--- config.mk ---
export PLATFORM = sky130hd
export DESIGN_NAME = connection_table_lookup
export DESIGN_NICKNAME = d
export VERILOG_FILES = /design/src/rtl/ctl_pkg.sv /design/src/rtl/ctl_entry_mem.sv /design/src/rtl/ctl_slot_cmp.sv /design/src/rtl/connection_table_lookup.sv
export SDC_FILE = /design/constraint.sdc
export NUM_CORES = 2
export LEC_CHECK = 0
export BUFFER_PORTS_ARGS = -buffer_cell sky130_fd_sc_hd__buf_2
export CAP_MARGIN = 25
export CORE_MARGIN = 2
export CORE_UTILIZATION = 62
export CTS_CLUSTER_DIAMETER = 100
export DETAILED_ROUTE_END_ITERATION = 7
export PLACE_DENSITY = 0.82
export SYNTH_ARGS = -nofsm -noshare
export SYNTH_HDL_FRONTEND = slang
export SYNTH_SLANG_ARGS = --single-unit
--- constraint.sdc ---
create_clock -name clock -period 19.4 [get_ports clock]
set_input_delay 1.94 -clock clock [delete_from_list [all_inputs] [get_ports clock]]
set_output_delay 1.94 -clock clock [all_outputs]
set_load 0.1 [all_outputs]
--- src/rtl/ctl_pkg.sv ---
`timescale 1ns / 1ps

package ctl_pkg;

   localparam int NUM_SLOTS_DEFAULT = 16;
   localparam int SLOT_W = 4;

   typedef enum logic [1:0] {
      ACT_LOOKUP = 2'd0,
      ACT_ADD    = 2'd1,
      ACT_DELETE = 2'd2
   } action_type;

   typedef enum logic [1:0] {
      ST_IDLE,
      ST_ADD,
      ST_LOOK
   } state_type;

   typedef struct packed {
      logic [7:0]  protocol;
      logic [15:0] local_port;
      logic [15:0] remote_port;
      logic        is_ipv6;
      logic [63:0] addr_hi;
      logic [63:0] addr_lo;
   } entry_type;

endpackage

--- src/rtl/ctl_entry_mem.sv ---
`timescale 1ns / 1ps

module ctl_entry_mem
   import ctl_pkg::*;
#(
   parameter int NUM_SLOTS = NUM_SLOTS_DEFAULT,
   parameter int PW = $clog2(NUM_SLOTS)
) (
   input  logic          clock,
   input  logic          wr_en,
   input  logic [PW-1:0] wr_addr,
   input  entry_type     wr_data,
   input  logic [PW-1:0] rd_addr,
   output entry_type     rd_data
);

   entry_type entry_mem_ff [NUM_SLOTS];
   entry_type rd_data_ff;

   always_ff @(posedge clock) begin
      if (wr_en) begin
         entry_mem_ff[wr_addr] <= wr_data;
      end
      rd_data_ff <= entry_mem_ff[rd_addr];
   end

   assign rd_data = rd_data_ff;

endmodule

--- src/rtl/ctl_slot_cmp.sv ---
`timescale 1ns / 1ps

module ctl_slot_cmp
   import ctl_pkg::*;
(
   input  entry_type query,
   input  entry_type entry,
   output logic      match
);

   logic proto_ok;
   logic lport_ok;
   logic rport_ok;
   logic addr_eq;
   logic addr_zero;

   always_comb begin
      proto_ok = (query.protocol == entry.protocol);
      lport_ok = (query.local_port == 16'd0) || (query.local_port == entry.local_port);
      rport_ok = (query.remote_port == 16'd0) || (query.remote_port == entry.remote_port);
      if (entry.is_ipv6) begin
         addr_eq   = (entry.addr_hi == query.addr_hi) && (entry.addr_lo == query.addr_lo);
         addr_zero = (entry.addr_hi == 64'd0) && (entry.addr_lo == 64'd0);
      end else begin
         addr_eq   = (entry.addr_lo[31:0] == query.addr_lo[31:0]);
         addr_zero = (entry.addr_lo[31:0] == 32'd0);
      end
      match = proto_ok && lport_ok && rport_ok && (addr_eq || addr_zero);
   end

endmodule

--- src/rtl/connection_table_lookup.sv ---
`timescale 1ns / 1ps
// Lookup: one slot is compared per cycle through the entry memory read port, so the first
// active matching slot in index order is reported as a hit, and a miss once every slot is read.
// Add: the slots are checked in order and the first free one takes the entry; a full table fails.
// Delete and unknown actions report in the cycle after start. busy is high while a scan runs,
// and no start is taken while busy; a new one can be given while rsp_valid is high.
// Reset empties the table at once; the receiver cannot stall, and rsp_valid lasts one cycle.
module connection_table_lookup
   import ctl_pkg::*;
#(
   parameter int NUM_SLOTS = NUM_SLOTS_DEFAULT
) (
   input  logic        clock,
   input  logic        reset,
   input  logic        start,
   output logic        busy,
   input  logic [1:0]  req_action,
   input  logic [3:0]  req_slot_index,
   input  logic [7:0]  req_protocol,
   input  logic [15:0] req_local_port,
   input  logic [15:0] req_remote_port,
   input  logic        req_is_ipv6,
   input  logic [63:0] req_remote_addr_hi,
   input  logic [63:0] req_remote_addr_lo,
   output logic        rsp_valid,
   output logic        rsp_success,
   output logic [3:0]  rsp_result_slot,
   output logic        rsp_bad_index
);

   localparam int PW = $clog2(NUM_SLOTS);
   localparam logic [PW-1:0] LAST_SLOT = PW'(NUM_SLOTS - 1);

   state_type            state_ff, state_in;
   logic [PW-1:0]        ptr_ff, ptr_in;
   logic                 rd_valid_ff, rd_valid_in;
   logic [PW-1:0]        rd_slot_ff, rd_slot_in;
   logic [NUM_SLOTS-1:0] active_ff, active_in;
   entry_type            query_ff, query_in;
   logic                 rsp_valid_ff, rsp_valid_in;
   logic                 rsp_success_ff, rsp_success_in;
   logic [SLOT_W-1:0]    rsp_result_slot_ff, rsp_result_slot_in;
   logic                 rsp_bad_index_ff, rsp_bad_index_in;

   logic                 mem_wr_en;
   entry_type            mem_rd_data;
   logic                 slot_match;

   ctl_entry_mem #(
      .NUM_SLOTS (NUM_SLOTS),
      .PW        (PW)
   ) u_entry_mem (
      .clock   (clock),
      .wr_en   (mem_wr_en),
      .wr_addr (ptr_ff),
      .wr_data (query_ff),
      .rd_addr (ptr_ff),
      .rd_data (mem_rd_data)
   );

   ctl_slot_cmp u_slot_cmp (
      .query (query_ff),
      .entry (mem_rd_data),
      .match (slot_match)
   );

   always_ff @(posedge clock) begin
      if (reset) begin
         state_ff     <= ST_IDLE;
         rd_valid_ff  <= 1'b0;
         active_ff    <= '0;
         rsp_valid_ff <= 1'b0;
      end else begin
         state_ff     <= state_in;
         rd_valid_ff  <= rd_valid_in;
         active_ff    <= active_in;
         rsp_valid_ff <= rsp_valid_in;
      end
   end

   always_ff @(posedge clock) begin
      ptr_ff             <= ptr_in;
      rd_slot_ff         <= rd_slot_in;
      query_ff           <= query_in;
      rsp_success_ff     <= rsp_success_in;
      rsp_result_slot_ff <= rsp_result_slot_in;
      rsp_bad_index_ff   <= rsp_bad_index_in;
   end

   always_comb begin
      state_in           = state_ff;
      ptr_in             = ptr_ff;
      rd_valid_in        = 1'b0;
      rd_slot_in         = rd_slot_ff;
      active_in          = active_ff;
      query_in           = query_ff;
      rsp_valid_in       = 1'b0;
      rsp_success_in     = 1'b0;
      rsp_result_slot_in = '0;
      rsp_bad_index_in   = 1'b0;
      mem_wr_en          = 1'b0;
      case (state_ff)
         ST_IDLE: begin
            if (start) begin
               query_in.protocol    = req_protocol;
               query_in.local_port  = req_local_port;
               query_in.remote_port = req_remote_port;
               query_in.is_ipv6     = req_is_ipv6;
               query_in.addr_hi     = req_remote_addr_hi;
               query_in.addr_lo     = req_remote_addr_lo;
               ptr_in               = '0;
               case (req_action)
                  ACT_LOOKUP: begin
                     state_in = ST_LOOK;
                  end
                  ACT_ADD: begin
                     state_in = ST_ADD;
                  end
                  ACT_DELETE: begin
                     rsp_valid_in = 1'b1;
                     if (32'(req_slot_index) < NUM_SLOTS) begin
                        active_in[PW'(32'(req_slot_index))] = 1'b0;
                        rsp_success_in = 1'b1;
                     end else begin
                        rsp_bad_index_in = 1'b1;
                     end
                  end
                  default: begin
                     rsp_valid_in = 1'b1;
                  end
               endcase
            end
         end
         ST_ADD: begin
            if (!active_ff[ptr_ff]) begin
               mem_wr_en          = 1'b1;
               active_in[ptr_ff]  = 1'b1;
               rsp_valid_in       = 1'b1;
               rsp_success_in     = 1'b1;
               rsp_result_slot_in = SLOT_W'(32'(ptr_ff));
               state_in           = ST_IDLE;
            end else if (ptr_ff == LAST_SLOT) begin
               rsp_valid_in = 1'b1;
               state_in     = ST_IDLE;
            end else begin
               ptr_in = ptr_ff + PW'(1);
            end
         end
         ST_LOOK: begin
            if (rd_valid_ff && active_ff[rd_slot_ff] && slot_match) begin
               rsp_valid_in       = 1'b1;
               rsp_success_in     = 1'b1;
               rsp_result_slot_in = SLOT_W'(32'(rd_slot_ff));
               state_in           = ST_IDLE;
            end else if (rd_valid_ff && (rd_slot_ff == LAST_SLOT)) begin
               rsp_valid_in = 1'b1;
               state_in     = ST_IDLE;
            end else begin
               rd_valid_in = 1'b1;
               rd_slot_in  = ptr_ff;
               ptr_in      = (ptr_ff == LAST_SLOT) ? '0 : ptr_ff + PW'(1);
            end
         end
         default: begin
            state_in = ST_IDLE;
         end
      endcase
   end

   assign busy            = (state_ff != ST_IDLE);
   assign rsp_valid       = rsp_valid_ff;
   assign rsp_success     = rsp_success_ff;
   assign rsp_result_slot = rsp_result_slot_ff;
   assign rsp_bad_index   = rsp_bad_index_ff;

endmodule
Word level (Yosys, flattened, before mapping)
Memories as Yosys holds them, arrays and structs flattened. A register that Yosys moved wholly into a read port is not among the register bits.
Index checks and enable logic that the tools add are counted.
Word-level totals
  register bits: 202
  bits in latches: 0
  memory bits (writable): 2704
  memory bits (read-only): 0
  input port bits: 178
  output and inout bits: 8
  word-level logic and storage cells: 126
  memories: 1
Cells by class
  $add $sub $neg: 1
  $mul: 0
  div/mod/pow operators: 0
  $lt $le $gt $ge: 5
  equal/unequal tests: 22
  shift operators: 0
  mux-type cells: 47
  bitwise logic cells: 6
  reduce and logical (&&, ||, !) cells: 30
Memories
  u_entry_mem.entry_mem_ff: depth 16, width 169, rd ports 1, clocked after Yosys merged registers in 1, write ports 1, RTL line ctl_entry_mem.sv:17  | entry_type entry_mem_ff [NUM_SLOTS];
Operator list (count)
  64-bit == test: 2
  64-bit zero test: 2
  16-bit 2-to-1 mux: 3
  16-bit == test: 2
  32-bit == test: 1
  16-bit zero test: 2
  32-bit zero test: 1
  4-bit 2-to-1 mux: 8
  16-bit case mux with 2 select lines: 1
  1-bit 2-to-1 mux: 20
  16-bit bitwise AND: 1
  16-bit inverter: 1
  16-bit bitwise OR: 1
  4-bit by 5-bit less-than comparator with 1-bit output (second input constant): 3
  2-bit inequality test (second input constant): 6
  4-bit case mux with 3 select lines: 1
  1-bit logical AND: 10
  2-bit 2-to-1 mux: 5
  1-bit binary-select mux with 4-bit select: 2
  1-bit demux with 4-bit select: 2
  4-bit == test (second input constant): 2
  8-bit == test: 1
  4-bit by 1-bit greater-or-equal comparator with 1-bit output (second input constant): 2
  4-bit case mux with 2 select lines: 1
  other kinds (20): 31

Longest topological paths before layout
  depth in word-level cells: 9
  mapped depth: 10

Hierarchy
Synthesis repeated with hierarchy kept, for this count alone.
Unflattened totals
  cells, all modules: 5083
  area total of the unflattened synthesis: 114094.4 um^2
By module, submodules not included
  ctl_entry_mem: times used 1, cells each 4430, area an instance 104899.4 um^2, seq. area each 84581.1 um^2
  connection_table_lookup: times used 1, cells each 372, area an instance 7009.2 um^2, seq. area each 5815.6 um^2
  ctl_slot_cmp: times used 1, cells each 281, area an instance 2185.8 um^2, seq. area each 0.0 um^2

Worst setup path after synthesis
Ideal clock, no wire load.
  kind: reg-to-reg
  start point: register ptr_ff[0]
  end point: memory u_entry_mem.entry_mem_ff[0][0] (netlist bit), enable pin
  library setup time: 0.905 ns
  arrival: 13.083 ns
  slack: 5.413 ns
  stages on the path, launching flop included: 9
  path through: edfxtp_1 -> buf_4 -> mux4_2 -> mux2i_1 -> mux2_2 -> and2_1 -> buf_4 -> nand2_1 -> nor3_1
Between the ends
  word-level cells in the longest chain between the ends: 6
Ends and longest elaborated chain
  from (decl): RTL line connection_table_lookup.sv:35  | logic [PW-1:0] ptr_ff, ptr_in;
  from (signal assigned): RTL line connection_table_lookup.sv:82  | ptr_ff <= ptr_in;
  1-bit binary-select mux with 4-bit select: RTL line connection_table_lookup.sv:135  | if (!active_ff[ptr_ff]) begin
  1-bit 2-to-1 mux (implied by the code): RTL line connection_table_lookup.sv:135
  1-bit 2-to-1 mux: RTL line connection_table_lookup.sv:135
  1-bit 2-to-1 mux: RTL line connection_table_lookup.sv:102  | case (state_ff)
  1-bit 2-to-1 mux: RTL line ctl_entry_mem.sv:21  | if (wr_en) begin
  1-bit 2-to-1 mux (implied by the code): RTL line ctl_entry_mem.sv:22  | entry_mem_ff[wr_addr] <= wr_data;
  to (decl): RTL line ctl_entry_mem.sv:17
Several ways; a longest one is shown, not always the timed one. The select of a mux whose other input is x is not followed.

Final worst setup path
  start point: register ptr_ff[1]
  end point: memory u_entry_mem.entry_mem_ff[2][47] (netlist bit), enable pin
The elaborated chain is that of the path after synthesis.

==> impl_metrics.json <==
{
  "crit_path_top_delay_cell": "buf_4",
  "finalNonFillerCells": 7585,
  "avgSynthCellArea_sq_um": 24.8,
  "crit_chain": "buf_12, mux4_2, mux2i_1, mux2_2, and2_1, nand2_1, nor3_2, buf_4, buf_16, buf_4, buf_4",
  "first_pass_iters": 8,
  "postRouteAntennaNets": 0,
  "clockBufferDepth": 4,
  "critPathBufInv": 5,
  "ys.warnings.count": 0,
  "rsz0062_at_grt": "false",
  "dr.first_iter.drc_count": 8831,
  "drc": 0,
  "cts_hold_buf": 0,
  "hold_viol_final": 0,
  "multi_input_area_sq_um": 22400,
  "nets": 5154,
  "critical_path.top_delay_family": "buffers and inverters",
  "setup_violations": 0,
  "initial_utilization": 0.622,
  "cp_common_cell": "buf_4",
  "crit_path_end_kind": "flop",
  "cp_data_arrival_time_ns": 6.52,
  "syn_area_sq_um": 114000,
  "maxSlewViolCount": 0,
  "antenna_found_initial": 6,
  "synth-async-reset-ratio": 0,
  "cap_violations": 0,
  "irDropWorstVdd_mv": 0.127,
  "clk_pin_slew_worst_paths_ns": 0.06,
  "slowest_delay_ns": 0.86,
  "dieArea_sq_um": 187000,
  "grt_overflow_total": 0,
  "cts_max_level": 5,
  "fillers": 9609,
  "hpwlAfterDp_um": 131000,
  "outcome": "complete, no violations",
  "netlist.area_leader.share": 0.762,
  "yosysSeqAreaShare": 0.796,
  "grt_use_total": 0.311,
  "p_leak_nw": 39.5,
  "p_per_area_nw_per_um2": 140,
  "grt_pass1_vias": 56000,
  "maxSlewHeadroom": 0.00943,
  "fmaxAchievable_ghz": 0.167,
  "portBuffers": 184,
  "synth_area_leaders": "edfxtp_1 (76%), mux4_2 (17%), dfxtp_1 (3.4%), xnor2_1 (1.0%), clkbuf_1 (0.41%)",
  "place_inst": 7034,
  "cts.sink_count": 3075,
  "p_total_mw": 17.9,
  "area_growth_syn_to_layout_pct": 12.3,
  "cts_setup_buffers": 0,
  "worst_pin_slew_ns": 1.49,
  "grt_start_max_net_pins": 138,
  "die_w_um": 432,
  "cts-resized-gates": 0,
  "synth_edf_count": 2881,
  "synth_cells": 4577,
  "synthTopCellsByCount": "edfxtp_1 (2881), mux4_2 (854), dfxtp_1 (194), xnor2_1 (130), clkbuf_1 (123)",
  "synth_ff_type": "edfxtp_1",
  "cts_root_buffer": "clkbuf_16",
  "critPathRequiredTime_ns": 19.93,
  "skew_ns": 0.0704,
  "ys_ff_latch": 3075,
  "io_pins": 186,
  "wl_per_cell_um": 37.8,
  "crit_path_start": "ptr_ff[1]",
  "critPathLaunchType": "flop",
  "dieHeight_um": 432,
  "yosysTopAreaCell": "edfxtp_1",
  "hp-class": "reg2reg",
  "post-route-period-util": 0.309,
  "hp-start": "active_ff[11]",
  "drive_above_1_share": 0.307,
  "wirelength_um": 287000,
  "crit_fanout": 137,
  "setup_tns_ns": 0,
  "synthMostInstantiatedCell": "edfxtp_1",
  "vias": 54200,
  "hold_ws_ns": 0.507,
  "core_area_sq_um": 182000,
  "rows": 157,
  "clkLatencyLatePin_ns": 0.94,
  "cts_tree": "done",
  "min_period_ns": 5.99,
  "numCtsBuffers": 309,
  "seqCellArea_sq_um": 90400,
  "criticalPathCategory": "reg2reg",
  "synth_cell_types": 41,
  "reg2reg_from": "ptr_ff[1]",
  "avgViaCountPerCell": 7.15,
  "syn_nets": 4763,
  "gp_congestion": 0.824,
  "grt_pass1_wl_um": 409000
}
## stage by stage
stage | utilization | setup slack (ns) | instance area [sq um]
2_1_floorplan | - | 5.41 | 114000
3_3_place_gp | 0.644 | 13.50 | 118000
3_5_place_dp | 0.645 | 13.65 | 118000
4_1_cts | 0.698 | 13.45 | 127000
5_1_grt | 0.699 | 13.32 | 128000
6_report | 0.699 | 13.41 | 128000
## layout by cell type, fill, tap and decap left out, types with 15 or more instances in the layout
cell type  Yosys  routed
clkbuf_16      0     315
buf_2         27     186
nand4_1       51      51
edfxtp_1    2881    2881
a21oi_1       20      20
nor2_1        28      16
xor2_1        40      40
nand3_1       19      19
bufinv_16      0      22
nand2_1       16      16
o21ai_0       24      24
buf_12         0      15
xnor2_1      130     130
buf_4          4      74
clkbuf_1     123      71
dfxtp_1      194     194
mux4_2       854     854
nor4_1        58      56
clkinv_1       0      34
clkbuf_8       0      30
clkinv_2       0      53
## flip-flops by register name (all words and copies together), names as in the netlist, 2 cells and up
name                      cells
u_entry_mem.entry_mem_ff   2704
state_ff                      2
rd_slot_ff                    4
rsp_result_slot               4
u_entry_mem.rd_data         169
query_ff                    169
active_ff                    16
ptr_ff                        4
## kinds of logic (layout without fill, tap and decap cells)
kind of cell | count (synthesis) | in the layout | synth area share
buffers and inverters | 210 | 832 | 0.00744
AND/OR/NAND/NOR | 197 | 197 | 0.00965
AO/OA/AOI/OAI | 59 | 59 | 0.00301
multiplexers | 857 | 857 | 0.170
other | 1 | 2 | 0.0000330
XOR/XNOR | 170 | 170 | 0.0131
adder cells (fa/ha/maj) | 8 | 8 | 0.000882
flip-flops | 3075 | 3075 | 0.796
## worst register-to-register path: stages (launching register included)
cell and delay, ns:
edfxtp_1 0.45, buf_12 0.68, mux4_2 0.47, mux2i_1 0.16, mux2_2 0.22, and2_1 0.40, nand2_1 0.33, nor3_2 0.26
buf_4 0.53, buf_16 0.34, buf_4 0.83, buf_4 0.88
## metal layers
metal / wire [um] / up-vias / GRT usage
met5: 39 / - / 0.000260
met4: 14500 / 6 / 0.152
met3: 28600 / 786 / 0.0620
met2: 147000 / 4369 / 0.508
met1: 97200 / 28600 / 0.405
li1: - / 20400 / -
## power by group
part | leakage, nW | total [mW] | switching [mW] | internal (mW)
combinational | 7.10 | 3.44 | 1.75 | 1.69
clock | 4.80 | 5.90 | 2.51 | 3.39
sequential | 27.6 | 8.54 | 0.618 | 7.92
## final cells by class
cell class                 count  share of cell area
multi-input combinational   1292               0.176
inverter                       9            0.000265
clock inverter               126             0.00944
tap                         2385              0.0234
clock buffer                 416              0.0671
antenna                        1           0.0000196
timing repair buffer         281              0.0151
sequential                  3075               0.709
## path summary, 6_finish.rpt
| path | end | slack (ns) | cells after the start |
|---|---|---|---|
| worst max-delay path | u_entry_mem.entry_mem_ff[2][47] | 13.41 | 11 |
| worst min-delay path | active_ff[11] | 0.51 | 2 |
| worst max register to register | u_entry_mem.entry_mem_ff[2][47] | 13.41 | 11 |
| worst min register to register | active_ff[11] | 0.51 | 2 |
No activity file was read; power rests on OpenSTA's default activity.
